`config.mk`:
```
export PLATFORM = sky130hd
export DESIGN_NAME = cbc_ctrl
export DESIGN_NICKNAME = d
export VERILOG_FILES = /design/src/rtl/cbc_pkg.sv /design/src/rtl/cbc_ctrl.sv
export SDC_FILE = /design/constraint.sdc
export NUM_CORES = 1
export LEC_CHECK = 0
export ABC_CLOCK_PERIOD_IN_PS = 1400
export BUFFER_PORTS_ARGS = -buffer_cell sky130_fd_sc_hd__buf_2
export CAP_MARGIN = 20
export CORE_AREA = 2 2 39 41
export CTS_BUF_LIST = sky130_fd_sc_hd__clkbuf_16
export DETAILED_ROUTE_END_ITERATION = 8
export DIE_AREA = 0 0 41 43
export PLACE_DENSITY_LB_ADDON = 0.05
export SYNTH_ARGS = -nofsm -noshare
export SYNTH_HDL_FRONTEND = slang
export SYNTH_SLANG_ARGS = --single-unit
```
`constraint.sdc`:
```
create_clock -name clk -period 1.4 [get_ports clk]
set_clock_uncertainty 0.05 [all_clocks]
set_input_delay 0.14 -clock clk [delete_from_list [all_inputs] [get_ports clk]]
set_output_delay 0.14 -clock clk [all_outputs]
set_load 0.01 [all_outputs]
```
`src/rtl/cbc_pkg.sv`:
```
// Package for the chunk reference bitmap classifier.
// Holds store sizes, opcodes, payload structs, controller states and command/status types.
// Depends on nothing.
package cbc_pkg;

	localparam int CHUNK_COUNT     = 65536;
	localparam int CONTAINER_COUNT = 4096;

	localparam int WORD_COUNT = (CHUNK_COUNT + 31) / 32;
	localparam int WORD_W     = (WORD_COUNT > 1) ? $clog2(WORD_COUNT) : 1;
	localparam int CONT_W     = $clog2(CONTAINER_COUNT);
	localparam int CLR_COUNT  = (WORD_COUNT > CONTAINER_COUNT) ? WORD_COUNT : CONTAINER_COUNT;
	localparam int CLR_W      = $clog2(CLR_COUNT);

	localparam logic [2:0] OP_MARK     = 3'd0;
	localparam logic [2:0] OP_TEST     = 3'd1;
	localparam logic [2:0] OP_CLASSIFY = 3'd2;
	localparam logic [2:0] OP_NEW      = 3'd3;
	localparam logic [2:0] OP_READ     = 3'd4;

	localparam logic [1:0] CLS_CLEAR = 2'd0;
	localparam logic [1:0] CLS_MIXED = 2'd1;
	localparam logic [1:0] CLS_SET   = 2'd2;

	localparam logic [1:0] CODE_PARTIAL = 2'b10;
	localparam logic [1:0] CODE_FULL    = 2'b11;
	localparam logic [1:0] CODE_NEW     = 2'b01;

	typedef struct packed {
		logic [2:0]  opcode;
		logic [16:0] chunk_number;
		logic [16:0] last_chunk;
		logic [11:0] container_index;
	} req_t;

	typedef struct packed {
		logic       chunk_bit;
		logic [1:0] range_class;
		logic [1:0] container_code;
		logic       bad_request;
	} rsp_t;

	typedef enum logic [2:0] {
		ST_CLEAR,
		ST_IDLE,
		ST_CHECK,
		ST_EXEC,
		ST_DONE
	} state_t;

	typedef struct packed {
		logic capture;
		logic clr_wr;
		logic chk;
		logic exec;
		logic out_load;
	} cmd_t;

	typedef struct packed {
		logic clr_last;
		logic bad;
		logic exec_done;
		logic out_free;
	} sts_t;

endpackage

```
`src/rtl/cbc_ctrl.sv`:
```
// Controller state machine for the chunk reference bitmap classifier.
// Sequences clearing, request check, execution/scan and result hand-off.
// Depends on cbc_pkg.
module cbc_ctrl (
	input  logic          clk,
	input  logic          arst_n,
	input  logic          req_valid,
	output logic          req_ready,
	input  cbc_pkg::sts_t sts,
	output cbc_pkg::cmd_t cmd
);

	cbc_pkg::state_t state_q;
	cbc_pkg::state_t state_d;

	always_ff @(posedge clk or negedge arst_n) begin
		if (!arst_n) begin
			state_q <= cbc_pkg::ST_CLEAR;
		end else begin
			state_q <= state_d;
		end
	end

	always_comb begin
		state_d = state_q;
		unique case (state_q)
			cbc_pkg::ST_CLEAR: begin
				if (sts.clr_last) state_d = cbc_pkg::ST_IDLE;
			end
			cbc_pkg::ST_IDLE: begin
				if (req_valid) state_d = cbc_pkg::ST_CHECK;
			end
			cbc_pkg::ST_CHECK: begin
				state_d = sts.bad ? cbc_pkg::ST_DONE : cbc_pkg::ST_EXEC;
			end
			cbc_pkg::ST_EXEC: begin
				if (sts.exec_done) state_d = cbc_pkg::ST_DONE;
			end
			cbc_pkg::ST_DONE: begin
				if (sts.out_free) state_d = cbc_pkg::ST_IDLE;
			end
			default: state_d = cbc_pkg::ST_CLEAR;
		endcase
	end

	always_comb begin
		req_ready    = (state_q == cbc_pkg::ST_IDLE);
		cmd.capture  = (state_q == cbc_pkg::ST_IDLE) && req_valid;
		cmd.clr_wr   = (state_q == cbc_pkg::ST_CLEAR);
		cmd.chk      = (state_q == cbc_pkg::ST_CHECK);
		cmd.exec     = (state_q == cbc_pkg::ST_EXEC);
		cmd.out_load = (state_q == cbc_pkg::ST_DONE) && sts.out_free;
	end

endmodule

```
==> metrics.yaml, run 1 <==
outcome: "finished clean"
ys_seq_area_frac: 0.309
clock_path_buffers: 2
utilization: 0.290
drive_above_1_share: 0.465
fill_cells: 158
p_seq_frac: 0.225
arrival_ns: 1.13
rsz0062_at_grt: "no"
synth_common_cells: "nor2_1, nand2b_1, dfrtp_1, nand2_1"
leakagePower_nw: 0.199
dieArea_um2: 1760
insertion_delay_ns: 0.22
slowest_stage: "dfrtp_2"
first_pass_iters: 2
grtUsageTotal: 0.0914
p_sw_frac: 0.344
synth_flop_cell: "dfrtp_1"
antenna_found_initial: 0
cts_sinks: 3
io_pins: 13
async_flop_share: 1.00
setup_tns_ns: 0
maxSlewHeadroom: 0.816
vias: 246
start_util: 0.175
min_period_ns: 1.32
path_buf_inv: 1
synth_nets: 35
final_cells: 59
die_w_um: 41
core_region_area_um2: 1380
wl_per_cell_um: 11.2
cap_violations: 0
worst-slew-pin-transition_ns: 0.276
viasPerCell: 4.17
cp_cell_sequence: "nor2_1 > and3_1 > buf_2"
crit_type: "reg -> out"
synth_area_leaders: "dfrtp_1, nand2b_1, nor2_1, o32ai_2, nor2b_4"
avgSynthCellArea_um2: 8.67
hold_ws_ns: 0.0955
p_sw_mw: 0.371
p_int_mw: 0.706
grt_overflow_total: 0
regMostFlops: "state_q"
maxSlewViolCount: 0
n_antenna_cell: 0
area_growth_syn_to_layout_pct: 65.5
reg_top3: "state_q (3)"
finalInstanceArea_um2: 402
root_buffer: "clkbuf_16"
grt_max_degree: 10
postRouteAntennaNets: 0
numPortBuffers: 12
clk_pin_slew_ns: 0.03
synth-edff-count: 0
peakVddDrop_mv: 0.840
end_kind: "output port"
dp_cells: 54
nets: 51
htree_levels: 1
power_density_nw_per_um2: 2680
clock.fmax_ghz: 0.760
syn_inst: 28
cp_top_family: "flip-flops"
tritoncts: "yes"
critPathMaxStageDelay_ns: 0.48
yosysMostFrequentCell: "nor2_1"
rows: 14
comb_power_share: 0.364
cts_buffers: 3
yosys_warnings: 0
hold_viol: 0
critPathLaunchType: "flop"
synth-seq-cells: 3
fin_total_pwr_mw: 1.08
drcViolationCount: 0
final.period_utilization: 0.940
routabilityCongestion: 0.698
die_y_um: 43
placed_area_um2: 304
grt_pass1_vias: 267
hpwl_um: 496
post-synth-top-area-fraction: 0.309
drtIter0Drc: 3
hp-class: "in -> reg"
netlist_area_um2: 243
crit_required_ns: 1.21
grt_pass1_wl_um: 1070
synth_cell_types: 16
dp_slack_ns: 0.213
setup_ws_ns: 0.0836
multiInputGateArea_um2: 153
yosysTopAreaCell: "dfrtp_1"
routed_wl_um: 662
largest_reg_flops: 3
critPathMaxFanout: 8
seq_area_um2: 76.3
setup_violations: 0
clkPwrFrac: 0.412
[cells in the final DEF, fill, tap and decap left out]
| cell | netlist | routed |
|---|---|---|
| clkbuf_16 | 0 | 3 |
| and3_1 | 1 | 1 |
| nor2b_4 | 1 | 1 |
| dfrtp_2 | 0 | 1 |
| inv_1 | 1 | 2 |
| nand2b_1 | 4 | 3 |
| nand2b_4 | 0 | 1 |
| mux2i_1 | 1 | 1 |
| nor3_1 | 1 | 1 |
| a311oi_1 | 1 | 1 |
| o22ai_1 | 1 | 1 |
| o32ai_2 | 1 | 1 |
| nand2_1 | 3 | 3 |
| buf_2 | 0 | 12 |
| nor2_1 | 6 | 6 |
| a21boi_0 | 1 | 1 |
| dfrtp_1 | 3 | 2 |
| dlygate4sd3_1 | 0 | 1 |
| a211oi_2 | 1 | 1 |
[cells by family (layout without fill, tap and decap cells)]
kind of cell | count (synthesis) | in the layout | share of synthesized area
AOI/OAI and AO/OA | 5 | 5 | 0.211
muxes | 1 | 1 | 0.0412
DFF | 3 | 3 | 0.309
buffers and inverters | 3 | 18 | 0.0928
and+or+nand+nor | 16 | 16 | 0.345
[area by class of cell]
type	count	area share
clock buffers	3	0.187
well taps	16	0.0498
repair buffers	13	0.174
multi-input cells	22	0.380
inverters	1	0.00935
clock inverters	1	0.00935
flip-flops and latches	3	0.190
[final timing paths]
kind                       slack, ns  cells past startpoint    endpoint       start
max                             0.08                      3      cmd[0]  state_q[0]
min                              0.1                      2  state_q[2]      sts[0]
max reg2reg                     0.23                      3  state_q[0]  state_q[1]
min reg2reg                     0.56                      1  state_q[1]  state_q[2]
max in group asynchronous       0.98                      2  state_q[0]      arst_n
min in group asynchronous       0.20                      2  state_q[1]      arst_n
[metal layers]
layer / track usage / wire (µm) / vias up
met2: 0.141 / 325 / 8
met4: 0.0400 / 0 / 0
met5: 0 / 0 / -
met3: 0.0314 / 37 / 0
met1: 0.109 / 298 / 113
li1: - / - / 125
[power groups by stage]
stage / sequential, mW / clock, mW / combinational (mW)
2_1_floorplan: 0.157 / 0 / 0.359
3_3_place_gp: 0.230 / 0 / 0.381
3_5_place_dp: 0.232 / 0 / 0.379
4_1_cts: 0.231 / 0.450 / 0.382
5_1_grt: 0.254 / 0.462 / 0.433
6_report: 0.242 / 0.443 / 0.392
[what timing repair did]
action	in CTS	in global routing
hold buffers	1	0
hold endpoints to repair	3	0
setup buffers	0	0
setup endpoints to repair	0	4
gates resized for setup	0	2
No activity file was read; power rests on OpenSTA's default activity.
==> inputs of run 2 (changes only) <==
- CORE_AREA: 2 2 39 41 -> 5 5 42 44
- DIE_AREA: 0 0 41 43 -> 0 0 47 49
==> run 2 against run 1 <==
- flip-flop and latch count did not move
- largest cell class unchanged
- total power fell by 0.85%
- worst hold slack got worse by 0.0026 ns
- critical path depth did not move
- cell count did not move
- final area rose by 0.62%
- clock power barely moved
- count of clock-buffer cells in the layout did not move
==> metrics.yaml, run 2 (same netlist as run 1, synthesis figures left out) <==
routabilityCongestion: 0.723
cp_top_family: "flip-flops"
critPathLaunchType: "flop"
n_antenna_cell: 0
worstHoldPathCells: 2
crit_required_ns: 1.21
critPathMaxStageDelay_ns: 0.46
root_buffer: "clkbuf_16"
arrival_ns: 1.12
start_util: 0.173
io_pins: 13
worst-slew-pin-transition_ns: 0.278
clk_pin_slew_ns: 0.03
end_kind: "output port"
r2r_end: "state_q[0]"
peakVddDrop_mv: 0.773
viasPerCell: 4.29
grtUsageTotal: 0.0705
routed_wl_um: 638
clock.fmax_ghz: 0.764
tritoncts: "yes"
power_density_nw_per_um2: 2640
clock_path_buffers: 2
leakagePower_nw: 0.196
core_region_area_um2: 1400
slowest_stage: "dfrtp_2"
wl_per_cell_um: 10.8
postRouteAntennaNets: 0
maxSlewViolCount: 0
die_w_um: 47
reg_top3: "state_q (3)"
hold_viol: 0
hpwl_um: 496
grt_pass1_wl_um: 1070
setup_tns_ns: 0
fill_cells: 169
hp-class: "in -> reg"
outcome: "finished clean"
rsz0062_at_grt: "no"
area_growth_syn_to_layout_pct: 66.5
r2r_setup_slack_ns: 0.29
path_buf_inv: 1
drtIter0Drc: 3
setup_violations: 0
htree_levels: 1
regMostFlops: "state_q"
rows: 14
reg2reg_from: "state_q[1]"
vias: 253
cap_violations: 0
cts_buffers: 3
drive_above_1_share: 0.512
grt_overflow_total: 0
placed_area_um2: 304
min_period_ns: 1.31
crit_type: "reg -> out"
setup_ws_ns: 0.0904
ff2ff_path_depth: 3
hold_end: "state_q[2]"
final.period_utilization: 0.935
numPortBuffers: 12
cp_cell_sequence: "nor2_1 > and3_1 > buf_2"
nets: 51
dp_slack_ns: 0.246
critPathMaxFanout: 8
drcViolationCount: 0
antenna_found_initial: 0
final_common_cell: "buf_2"
grt_max_degree: 10
insertion_delay_ns: 0.22
maxSlewHeadroom: 0.813
cts_sinks: 3
worstHoldStart: "sts[0]"
hold_ws_ns: 0.0929
grt_pass1_vias: 256
finalInstanceArea_um2: 404
largest_reg_flops: 3
first_pass_iters: 2
die_y_um: 49
dieArea_um2: 2300
final_cell_mix: "buf_2, nor2_1"
-- run 2: cell counts in the layout (fill, tap and decap cells not counted) --
Identical to the previous run, type by type.
-- run 2: cell type report --
| class | count | area (µm²) | share of cell area |
|---|---|---|---|
| Multi-Input combinational cell | 22 | 153 | 0.378 |
| Sequential cell | 3 | 78.8 | 0.195 |
| Clock buffer | 3 | 75.1 | 0.186 |
| Timing Repair Buffer | 13 | 70.1 | 0.173 |
| Tap cell | 16 | 20.0 | 0.0495 |
| Clock inverter | 1 | 3.75 | 0.00929 |
| Inverter | 1 | 3.75 | 0.00929 |
-- run 2: metal layers --
layer  global-route usage  routed length (µm)  vias to the layer above
li1                     -                   -                      126
met1               0.0727                 274                      116
met2               0.0950                 322                        9
met3               0.0258                  24                        2
met4               0.0829                  16                        0
met5                    0                   0                        -
-- run 2: where the power goes --
part	internal (mW)	switching [mW]	leakage (nW)	total, mW
Combinational	0.206	0.184	0.120	0.390
Sequential	0.139	0.0985	0.0341	0.237
Clock	0.368	0.0729	0.0423	0.441
Total	0.712	0.355	0.196	1.07
-- run 2: per-stage QoR --
| step | power (mW) | std cells | util |
|---|---|---|---|
| floorplan | 0.516 | 28 | - |
| global placement | 0.608 | 54 | 0.217 |
| detailed placement | 0.599 | 54 | 0.217 |
| finish | 1.07 | 59 | 0.288 |
| CTS | 1.06 | 59 | 0.280 |
| global route | 1.16 | 59 | 0.288 |
-- run 2: worst max-delay path by stage --
stage                     startpoint          to  slack, ns  cells past startpoint
final                     state_q[0]      cmd[0]       0.09                      3
after global routing      state_q[1]      cmd[4]       0.03                      3
after CTS                 state_q[2]      cmd[4]      0.005                      3
after detailed placement  state_q[1]  state_q[0]       0.25                      3
after global placement    state_q[1]  state_q[0]       0.25                      3
after floorplan           state_q[1]  state_q[0]       0.33                      4
-- run 2: repair_timing --
action                     in CTS  in global routing
gates resized for setup         0                  5
setup endpoints to repair       0                  3
hold buffers                    1                  0
buffers inserted                0                  0
hold endpoints to repair        3                  0
==> inputs of run 3 (changes only) <==
- ABC_CLOCK_PERIOD_IN_PS: 1400 -> 1500
- CTS_CLUSTER_SIZE: default -> 20
- clock period: 1.4 -> 1.5 ns (I/O delays scaled with it)
==> run 3 against run 2 <==
- sequential share of layout area is 0.40 points lower
- final area is 2.8% lower
- worst setup slack better by 0.017 ns
- count of clock-buffer cells in the layout stayed put
- die area stayed put
- worst hold slack better by 0.016 ns
- first-iteration DRC count is 33% higher
- total power is 9.3% lower
- critical path type unchanged
==> metrics.yaml, run 3 (same netlist as run 1, synthesis figures left out) <==
postRouteAntennaNets: 0
hp-class: "in -> reg"
antenna_found_initial: 0
leakagePower_nw: 0.197
min_period_ns: 1.39
wl_met3_um: 24
maxSlewViolCount: 0
critPathLaunchType: "flop"
power_density_nw_per_um2: 2460
setup_tns_ns: 0
end_kind: "output port"
maxUsedRoutingLayer: "met4"
rows: 14
ff2ff_path_depth: 3
drt-met1-wl_um: 280
insertion_delay_ns: 0.22
final_common_cell: "buf_2"
peakVddDrop_mv: 0.716
grt_overflow_total: 0
area_growth_syn_to_layout_pct: 61.9
worst-slew-pin-transition_ns: 0.290
rsz0062_at_grt: "no"
fill_cells: 173
first_pass_iters: 2
clock.fmax_ghz: 0.718
maxSlewHeadroom: 0.807
dp_cells: 54
htree_levels: 1
setup_violations: 0
grtUsageTotal: 0.0705
drtIter0Drc: 4
root_buffer: "clkbuf_16"
r2r_setup_slack_ns: 0.35
final_cell_mix: "buf_2, nor2_1, nand2b_1"
regMostFlops: "state_q"
r2r_end: "state_q[0]"
reg2reg_from: "state_q[1]"
routabilityCongestion: 0.723
numPortBuffers: 12
hold_buffers: 1
largest_reg_flops: 3
clk_pin_slew_ns: 0.03
seq_area_um2: 75.1
viasPerCell: 4.29
wl_per_cell_um: 11.0
grt_pass1_vias: 256
drive_above_1_share: 0.419
start_util: 0.173
final.period_utilization: 0.929
drcViolationCount: 0
cts_buffers: 3
die_y_um: 49
final_cells: 59
tritoncts: "yes"
vias: 253
nets: 51
grt_pass1_wl_um: 1070
dr_wl_met2_um: 329
core_region_area_um2: 1400
hpwl_um: 496
cts-resized-gates: 0
reg_top3: "state_q (3)"
grt_max_degree: 10
multiInputGateArea_um2: 145
hold_viol: 0
die_w_um: 47
io_pins: 13
postCtsSetupBuffers: 0
n_antenna_cell: 0
critPathMaxFanout: 8
cts_sinks: 3
cap_violations: 0
crit_required_ns: 1.30
worstHoldStart: "sts[0]"
arrival_ns: 1.19
outcome: "finished clean"
crit_type: "reg -> out"
worstHoldPathCells: 2
routed_wl_um: 651
dieArea_um2: 2300
clock_path_buffers: 2
hold_end: "state_q[2]"
[run 3: cell counts in the layout (fill, tap and decap cells not counted)]
Identical to the previous run, type by type.
[run 3: critical path, cell delays in order, from the launching register on]
cell and delay (ns):
dfrtp_1 0.44, nand2b_1 0.25, nor2_1 0.14, buf_2 0.14
[run 3: worst max-delay path by stage]
stage                          start          to  slack, ns  cells after the start
final                     state_q[2]      cmd[4]       0.11                      3
after floorplan           state_q[1]  state_q[0]       0.43                      4
after global placement    state_q[1]  state_q[0]       0.35                      3
after global routing      state_q[0]      cmd[4]      0.004                      3
after detailed placement  state_q[1]  state_q[0]       0.35                      3
after CTS                 state_q[2]      cmd[4]       0.09                      3
[run 3: area by class of cell]
type,count,share of cell area
repair buffers,13,0.178
multi-input cells,22,0.369
well taps,16,0.0510
flip-flops and latches,3,0.191
clock buffers,3,0.191
clock inverters,1,0.00955
inverters,1,0.00955
[run 3: per-layer routing]
| layer | GRT usage | vias to the layer above |
|---|---|---|
| met5 | 0 | - |
| met4 | 0.0829 | 0 |
| met3 | 0.0258 | 2 |
| met2 | 0.0950 | 9 |
| met1 | 0.0727 | 117 |
| li1 | - | 125 |
[run 3: power breakdown]
group	internal (mW)	total, mW	switching, mW
Clock	0.343	0.411	0.0678
Sequential	0.121	0.209	0.0879
Combinational	0.175	0.348	0.173
[run 3: stage by stage]
stage | power, mW | hold WS, ns | util | setup slack (ns) | instance area (µm²)
2_1_floorplan | 0.481 | -0.196 | - | 0.429 | 243
3_3_place_gp | 0.568 | -0.100 | 0.217 | 0.349 | 304
3_5_place_dp | 0.559 | -0.104 | 0.217 | 0.346 | 304
4_1_cts | 0.985 | 0.109 | 0.280 | 0.0948 | 393
5_1_grt | 1.05 | 0.115 | 0.280 | 0.00394 | 393
6_report | 0.968 | 0.109 | 0.280 | 0.107 | 393
